[src/design/msbbp_pkg.sv]
// shared types and constants for the msb-first bit packer
package msbbp_pkg;

  // longest code accepted, clamped to the width of the code field
  localparam int MAX_CODE_LEN   = 32;
  localparam int CODE_FIELD_W   = 32;
  localparam int CODE_LIMIT     = (MAX_CODE_LEN < CODE_FIELD_W) ? MAX_CODE_LEN : CODE_FIELD_W;
  localparam int BYTE_W         = 8;
  localparam int MAX_WORDS      = 4;
  localparam int WIN_W          = CODE_FIELD_W + BYTE_W;

  typedef logic [BYTE_W-1:0] byte_t;
  typedef logic [2:0]        wcnt_t;

  typedef enum logic [2:0] {
    OP_CODE   = 3'd0,
    OP_RAW8   = 3'd1,
    OP_RAW16  = 3'd2,
    OP_RAW32  = 3'd3,
    OP_FINISH = 3'd4
  } op_t;

  // trailer value when the last bit closed a full byte
  localparam byte_t TRAILER_FULL = 8'd8;

endpackage

[src/design/msb_first_bit_packer.sv]
// msb-first variable-length code bit packer, top level
//
// Input channel (in_valid / in_stall): one item per handshake, with in_op
// selecting code bits, raw 8/16/32-bit value or finish. Code bits are pushed
// bit 0 first into a byte accumulator; each completed byte is sent. Raw items
// send their bytes big-endian and leave pending code bits alone. Finish pads
// any partial byte with zeros and sends it, then sends a trailer word
// holding the valid-bit count of the last stream byte.
// Output channel (out_valid / out_stall): one word per handshake, out_last set
// on the final word caused by an input item.
// An accepted item is loaded into the pending words; its first word then
// moves to the output register, from where the receiver can take it.
// Words leave one per cycle through the single output register while the
// receiver does not stall; an item may cause no words at all. Up to four
// words per item, as for a 32-bit raw write. The next item is taken in the
// cycle the last pending word moves to the output register.
// Reset (rst_n low, synchronous) empties the pending words and output and
// clears the accumulator, bit count and byte-done flag.
// When the receiver stalls, the output word holds; the input side stalls
// while words are pending, unless the last one moves to the output register.
module msb_first_bit_packer (
  input  logic                 clk,
  input  logic                 rst_n,
  input  logic                 in_valid,
  output logic                 in_stall,
  input  logic [2:0]           in_op,
  input  logic [31:0]          in_code_bits,
  input  logic [5:0]           in_code_len,
  input  logic [31:0]          in_raw_value,
  output logic                 out_valid,
  input  logic                 out_stall,
  output msbbp_pkg::byte_t     out_byte,
  output logic                 out_last
);
  import msbbp_pkg::*;

  // packer state
  byte_t      accum_r, accum_nxt;
  logic [2:0] bit_cnt_r, bit_cnt_nxt;
  logic       done_r, done_nxt;

  // pending words of the current item
  byte_t      pend_r   [MAX_WORDS];
  byte_t      pend_nxt [MAX_WORDS];
  wcnt_t      pend_cnt_r, pend_cnt_nxt;

  // output register
  logic       out_valid_r, out_valid_nxt;
  byte_t      out_byte_r, out_byte_nxt;
  logic       out_last_r, out_last_nxt;

  logic       out_take;
  logic       in_acc;

  // code path signals
  logic [5:0]          len_c;
  logic [31:0]         rev_code;
  logic [31:0]         code_mask;
  logic [WIN_W-1:0]    win_acc;
  logic [WIN_W-1:0]    win_code;
  logic [WIN_W-1:0]    win;
  logic [WIN_W-1:0]    win_sh;
  logic [5:0]          tot;
  logic [2:0]          rem;
  byte_t               code_acc;

  // batch built from the accepted item
  byte_t      bat   [MAX_WORDS];
  wcnt_t      bat_cnt;

  assign out_take = !out_valid_r || !out_stall;
  assign in_acc   = in_valid && !in_stall;
  assign in_stall = !((pend_cnt_r == 3'd0) || ((pend_cnt_r == 3'd1) && out_take));

  // align accumulator bits and the reversed code into one window
  always_comb begin
    len_c = (in_code_len > 6'(CODE_LIMIT)) ? 6'(CODE_LIMIT) : in_code_len;
    for (int i = 0; i < CODE_FIELD_W; i++) begin
      rev_code[CODE_FIELD_W-1-i] = in_code_bits[i];
    end
    code_mask = ~(32'hFFFF_FFFF >> len_c);
    win_acc   = {accum_r, 32'b0} << (4'd8 - {1'b0, bit_cnt_r});
    win_code  = {rev_code & code_mask, 8'b0} >> bit_cnt_r;
    win       = win_acc | win_code;
    tot       = {3'b0, bit_cnt_r} + len_c;
    rem       = tot[2:0];
    win_sh    = win << {tot[5:3], 3'b0};
    code_acc  = win_sh[WIN_W-1 -: BYTE_W] >> (4'd8 - {1'b0, rem});
  end

  // per-item word list and next packer state
  always_comb begin
    accum_nxt   = accum_r;
    bit_cnt_nxt = bit_cnt_r;
    done_nxt    = done_r;
    bat_cnt     = 3'd0;
    for (int i = 0; i < MAX_WORDS; i++) begin
      bat[i] = '0;
    end
    case (op_t'(in_op))
      OP_CODE: begin
        bat[0]  = win[39:32];
        bat[1]  = win[31:24];
        bat[2]  = win[23:16];
        bat[3]  = win[15:8];
        bat_cnt = tot[5:3];
        if (len_c != 6'd0) begin
          accum_nxt   = code_acc;
          bit_cnt_nxt = rem;
          done_nxt    = (rem == 3'd0);
        end
      end
      OP_RAW8: begin
        bat[0]  = in_raw_value[7:0];
        bat_cnt = 3'd1;
      end
      OP_RAW16: begin
        bat[0]  = in_raw_value[15:8];
        bat[1]  = in_raw_value[7:0];
        bat_cnt = 3'd2;
      end
      OP_RAW32: begin
        bat[0]  = in_raw_value[31:24];
        bat[1]  = in_raw_value[23:16];
        bat[2]  = in_raw_value[15:8];
        bat[3]  = in_raw_value[7:0];
        bat_cnt = 3'd4;
      end
      OP_FINISH: begin
        if (bit_cnt_r != 3'd0) begin
          // padded partial byte then its bit count
          bat[0]      = accum_r << (4'd8 - {1'b0, bit_cnt_r});
          bat[1]      = {5'b0, bit_cnt_r};
          bat_cnt     = 3'd2;
          accum_nxt   = '0;
          bit_cnt_nxt = 3'd0;
          done_nxt    = 1'b1;
        end else begin
          bat[0]  = done_r ? TRAILER_FULL : 8'd0;
          bat_cnt = 3'd1;
        end
      end
      default: begin
        bat_cnt = 3'd0;
      end
    endcase
  end

  // pending words and output register
  always_comb begin
    pend_cnt_nxt  = pend_cnt_r;
    out_valid_nxt = out_valid_r;
    out_byte_nxt  = out_byte_r;
    out_last_nxt  = out_last_r;
    for (int i = 0; i < MAX_WORDS; i++) begin
      pend_nxt[i] = pend_r[i];
    end
    if (out_take) begin
      out_valid_nxt = (pend_cnt_r != 3'd0);
      out_byte_nxt  = pend_r[0];
      out_last_nxt  = (pend_cnt_r == 3'd1);
      if (pend_cnt_r != 3'd0) begin
        for (int i = 0; i < MAX_WORDS - 1; i++) begin
          pend_nxt[i] = pend_r[i+1];
        end
        pend_cnt_nxt = pend_cnt_r - 3'd1;
      end
    end
    if (in_acc) begin
      for (int i = 0; i < MAX_WORDS; i++) begin
        pend_nxt[i] = bat[i];
      end
      pend_cnt_nxt = bat_cnt;
    end
  end

  // control registers
  always_ff @(posedge clk) begin
    if (!rst_n) begin
      accum_r     <= '0;
      bit_cnt_r   <= '0;
      done_r      <= 1'b0;
      pend_cnt_r  <= '0;
      out_valid_r <= 1'b0;
    end else begin
      if (in_acc) begin
        accum_r   <= accum_nxt;
        bit_cnt_r <= bit_cnt_nxt;
        done_r    <= done_nxt;
      end
      pend_cnt_r  <= pend_cnt_nxt;
      out_valid_r <= out_valid_nxt;
    end
  end

  // payload registers
  always_ff @(posedge clk) begin
    for (int i = 0; i < MAX_WORDS; i++) begin
      pend_r[i] <= pend_nxt[i];
    end
    out_byte_r <= out_byte_nxt;
    out_last_r <= out_last_nxt;
  end

  assign out_valid = out_valid_r;
  assign out_byte  = out_byte_r;
  assign out_last  = out_last_r;

endmodule
[config.mk]
export PLATFORM = sky130hd
export DESIGN_NAME = msb_first_bit_packer
export DESIGN_NICKNAME = d
export VERILOG_FILES = /design/src/design/msbbp_pkg.sv /design/src/design/msb_first_bit_packer.sv
export SDC_FILE = /design/constraint.sdc
export NUM_CORES = 1
export LEC_CHECK = 0
export BUFFER_PORTS_ARGS = -buffer_cell sky130_fd_sc_hd__buf_2
export CAP_MARGIN = 5
export CELL_PAD_IN_SITES_DETAIL_PLACEMENT = 2
export CELL_PAD_IN_SITES_GLOBAL_PLACEMENT = 2
export CORE_UTILIZATION = 31
export CTS_CLUSTER_DIAMETER = 30
export DETAILED_ROUTE_END_ITERATION = 16
export GPL_ROUTABILITY_DRIVEN = 0
export PLACE_DENSITY = 0.76
export SYNTH_ARGS = -nofsm -noshare
export SYNTH_HDL_FRONTEND = slang
export SYNTH_SLANG_ARGS = --single-unit
[constraint.sdc]
create_clock -name clk -period 3.8 [get_ports clk]
set_clock_uncertainty 0.15 [all_clocks]
set_input_delay 0.38 -clock clk [delete_from_list [all_inputs] [get_ports clk]]
set_output_delay 0.38 -clock clk [all_outputs]
set_load 0.1 [all_outputs]
==> flow_metrics.tcl <==
set metrics [dict create \
    required_ns 3.93 \
    maxCapViolCount 0 \
    crit_path_frequent_cell "and2_1" \
    slew_viol_final 0 \
    portBuffers 87 \
    p_sw_mw 1.62 \
    postRouteAntennaNets 0 \
    fill_cells 2341 \
    clock_sinks 57 \
    pwr_density_cell_nw_per_um2 500 \
    syn_inst 785 \
    combPwrFrac_pct 44.9 \
    cts_resized 0 \
    crit_type "register to register" \
    clk_path_buf_depth 2 \
    nets 932 \
    rsz0062_at_grt "no" \
    cts_buffers 9 \
    diodes 0 \
    crit_slowest_cell "a211oi_1" \
    crit_buf_inv 0 \
    cpPeakStageDelay_ns 0.50 \
    timing.final.crit_share_pct 96.3 \
    drt-pass1-iter-count 5 \
    final_common_cell "nand2_1" \
    via_per_inst 6.34 \
    syn_nets 872 \
    max_freq_mhz 273 \
    cts_htree_levels 3 \
    synthAdderAreaFrac_pct 2.13 \
    relSlewSlack_pct 30.9 \
    yosys_register_bits 57 \
    path_clk_slew_ns 0.06 \
    postCtsSetupRepairBufs 0 \
    synth_edf_count 41 \
    place_ws_ns 0.0963 \
    worstMarginPinSlew_ns 1.03 \
    overflow 0 \
    syn_area_um2 6240 \
    tns_ns 0 \
    ir_drop_mv 0.218 \
    setup_viol 0 \
    critical_path.max_fanout 11 \
    via_count 7074 \
    ys_warn_count 0 \
    yosys.area_share.simple_pct 22.3 \
    worst_ep_arrival_time_ns 3.79 \
    grt_pass1_wl_um 43500 \
    yosysSeqAreaShare_pct 24.9 \
    area_growth_pct 15.8 \
    drt_wl_total_um 28800 \
    async_flop_share_pct 0 \
    start_util_pct 31.8 \
    netlist-cell-type-count 92 \
    grt_max_degree 62 \
    muxShareOfSynthArea_pct 7.40 \
    p_sw_share_pct 44.8 \
    die_h_um 144 \
    hold_viol 0 \
    layout_common_cells "nand2_1 (95), buf_2 (87), nor2_1 (57)" \
    dp_hpwl_um 22400 \
    synth_top_family_by_area "compound AO/OA/AOI/OAI gates" \
    ios 88 \
    status "complete, no violations" \
    crit_path_end_kind "register" \
    antenna_found_initial 0 \
    synth_xor_area_share_pct 0.281 \
    die_x_um 144 \
    cts_root_buf "clkbuf_16" \
    internal_power_mw 1.99 \
    grt_pass1_vias 7165 \
    grt.total_usage_pct 28.2 \
    coreArea_um2 19600 \
    cts_tree "built" \
    fin_hold_ws_ns 0.161 \
    crit_path_start_kind "register" \
    wl_per_cell_um 25.8 \
    rows 51 \
    drc_errors 0 \
    final_cells 1115 \
    cpLargestDelayFamily "compound AO/OA/AOI/OAI gates" \
    hold_class "input pin to register" \
    fin_crit_ns 3.66 \
    synth-compound-area-share_pct 36.0 \
    clkPwrFrac_pct 24.9 \
    synth_ff_type "edfxtp_1" \
    crit_chain "nor2b_1 > and2_1 > fa_1 > a21oi_1 > or3_1 > and2_1 > o21ai_0 > a211oi_1 > a311oi_1 > o41ai_1 > a21o_1" \
    drt_iter0_drc 522 \
    drive_gt1_share_pct 21.5 \
    fin_ws_ns 0.141 \
    power_leakage_nw 2.68 \
    avgSynthCellArea_um2 7.94 \
    pwr-share-seq_pct 30.3 \
    clock_latency_ns 0.34 \
    place_inst 1099 \
    floorplan.die_area_um2 20700 \
    ctsHoldBuffers 0 \
]
synthesized netlist by cell type, types with 11 or more instances:
cell | n | area [um^2]
a211oi_1 | 12 | 90.1
a21oi_1 | 38 | 190
a221oi_1 | 15 | 131
a31oi_1 | 13 | 81.3
and2_1 | 13 | 81.3
and3_1 | 11 | 68.8
buf_2 | 21 | 105
clkbuf_1 | 31 | 116
dfxtp_1 | 16 | 320
edfxtp_1 | 41 | 1230
inv_1 | 18 | 67.6
mux2_2 | 11 | 124
mux2i_1 | 18 | 180
nand2_1 | 95 | 357
nand3_1 | 22 | 110
nor2_1 | 57 | 214
nor2b_1 | 15 | 93.8
nor3_1 | 23 | 115
o211ai_1 | 20 | 150
o21a_1 | 11 | 82.6
o21ai_0 | 54 | 270
power groups by stage:
stage	Clock, mW	Sequential, mW	Combinational, mW
after CTS	0.911	1.10	1.62
after global placement	0	1.08	1.56
final	0.898	1.09	1.62
after global routing	0.932	1.12	1.73
after floorplan	0	1.45	0.776
after detailed placement	0	1.11	1.60
metrics by stage:
step | instance area, um^2 | utilization, % | power [mW]
5_1_grt | 7220 | 36.9 | 3.78
6_report | 7220 | 36.9 | 3.61
4_1_cts | 7220 | 36.9 | 3.62
2_1_floorplan | 6240 | - | 2.23
3_3_place_gp | 6900 | 35.2 | 2.64
3_5_place_dp | 6900 | 35.2 | 2.71
path summary, 6_finish.rpt:
kind / cells past startpoint / slack [ns] / start / to
setup reg to reg: 11 / 0.14 / bit_cnt_r[0]$_SDFFE_PN0P_ / accum_r[0]$_SDFFE_PN0P_
hold / removal: 2 / 0.16 / rst_n / accum_r[0]$_SDFFE_PN0P_
hold reg to reg: 0 / 0.27 / pend_r[0][0]$_DFFE_PP_ / out_byte[0]$_DFFE_PN_
setup / recovery: 11 / 0.14 / bit_cnt_r[0]$_SDFFE_PN0P_ / accum_r[0]$_SDFFE_PN0P_
metal layers:
metal,vias up,GRT usage [%],routed length [um]
li1,3179,-,-
met1,3571,37.8,12900
met2,287,47.4,13600
met3,37,2.67,1610
met4,0,9.13,694
met5,-,0,0
area by class of cell:
type / count / area (um^2) / share of cell area (%)
Timing Repair Buffer: 119 / 688 / 9.53
Multi-Input combinational cell: 637 / 4250 / 58.8
Clock inverter: 5 / 80.1 / 1.11
Clock buffer: 11 / 243 / 3.36
Sequential cell: 57 / 1550 / 21.5
Inverter: 21 / 78.8 / 1.09
Tap cell: 265 / 332 / 4.59
registers in the layout (all words and copies together), names as in the netlist:
| register | cells |
|---|---|
| bit_cnt_r | 3 |
| accum_r | 8 |
| out_byte | 8 |
| out_valid | 1 |
| pend_cnt_r | 3 |
| done_r | 1 |
| pend_r | 32 |
| out_last | 1 |
cells by family after synthesis:
| logic type | count (synthesis) |
|---|---|
| simple gates | 286 |
| xor+xnor | 2 |
| fa+ha+maj | 10 |
| flops | 57 |
| compound gates | 303 |
| buf+inv | 91 |
| mux | 36 |
No activity file was read; power rests on OpenSTA's default activity.
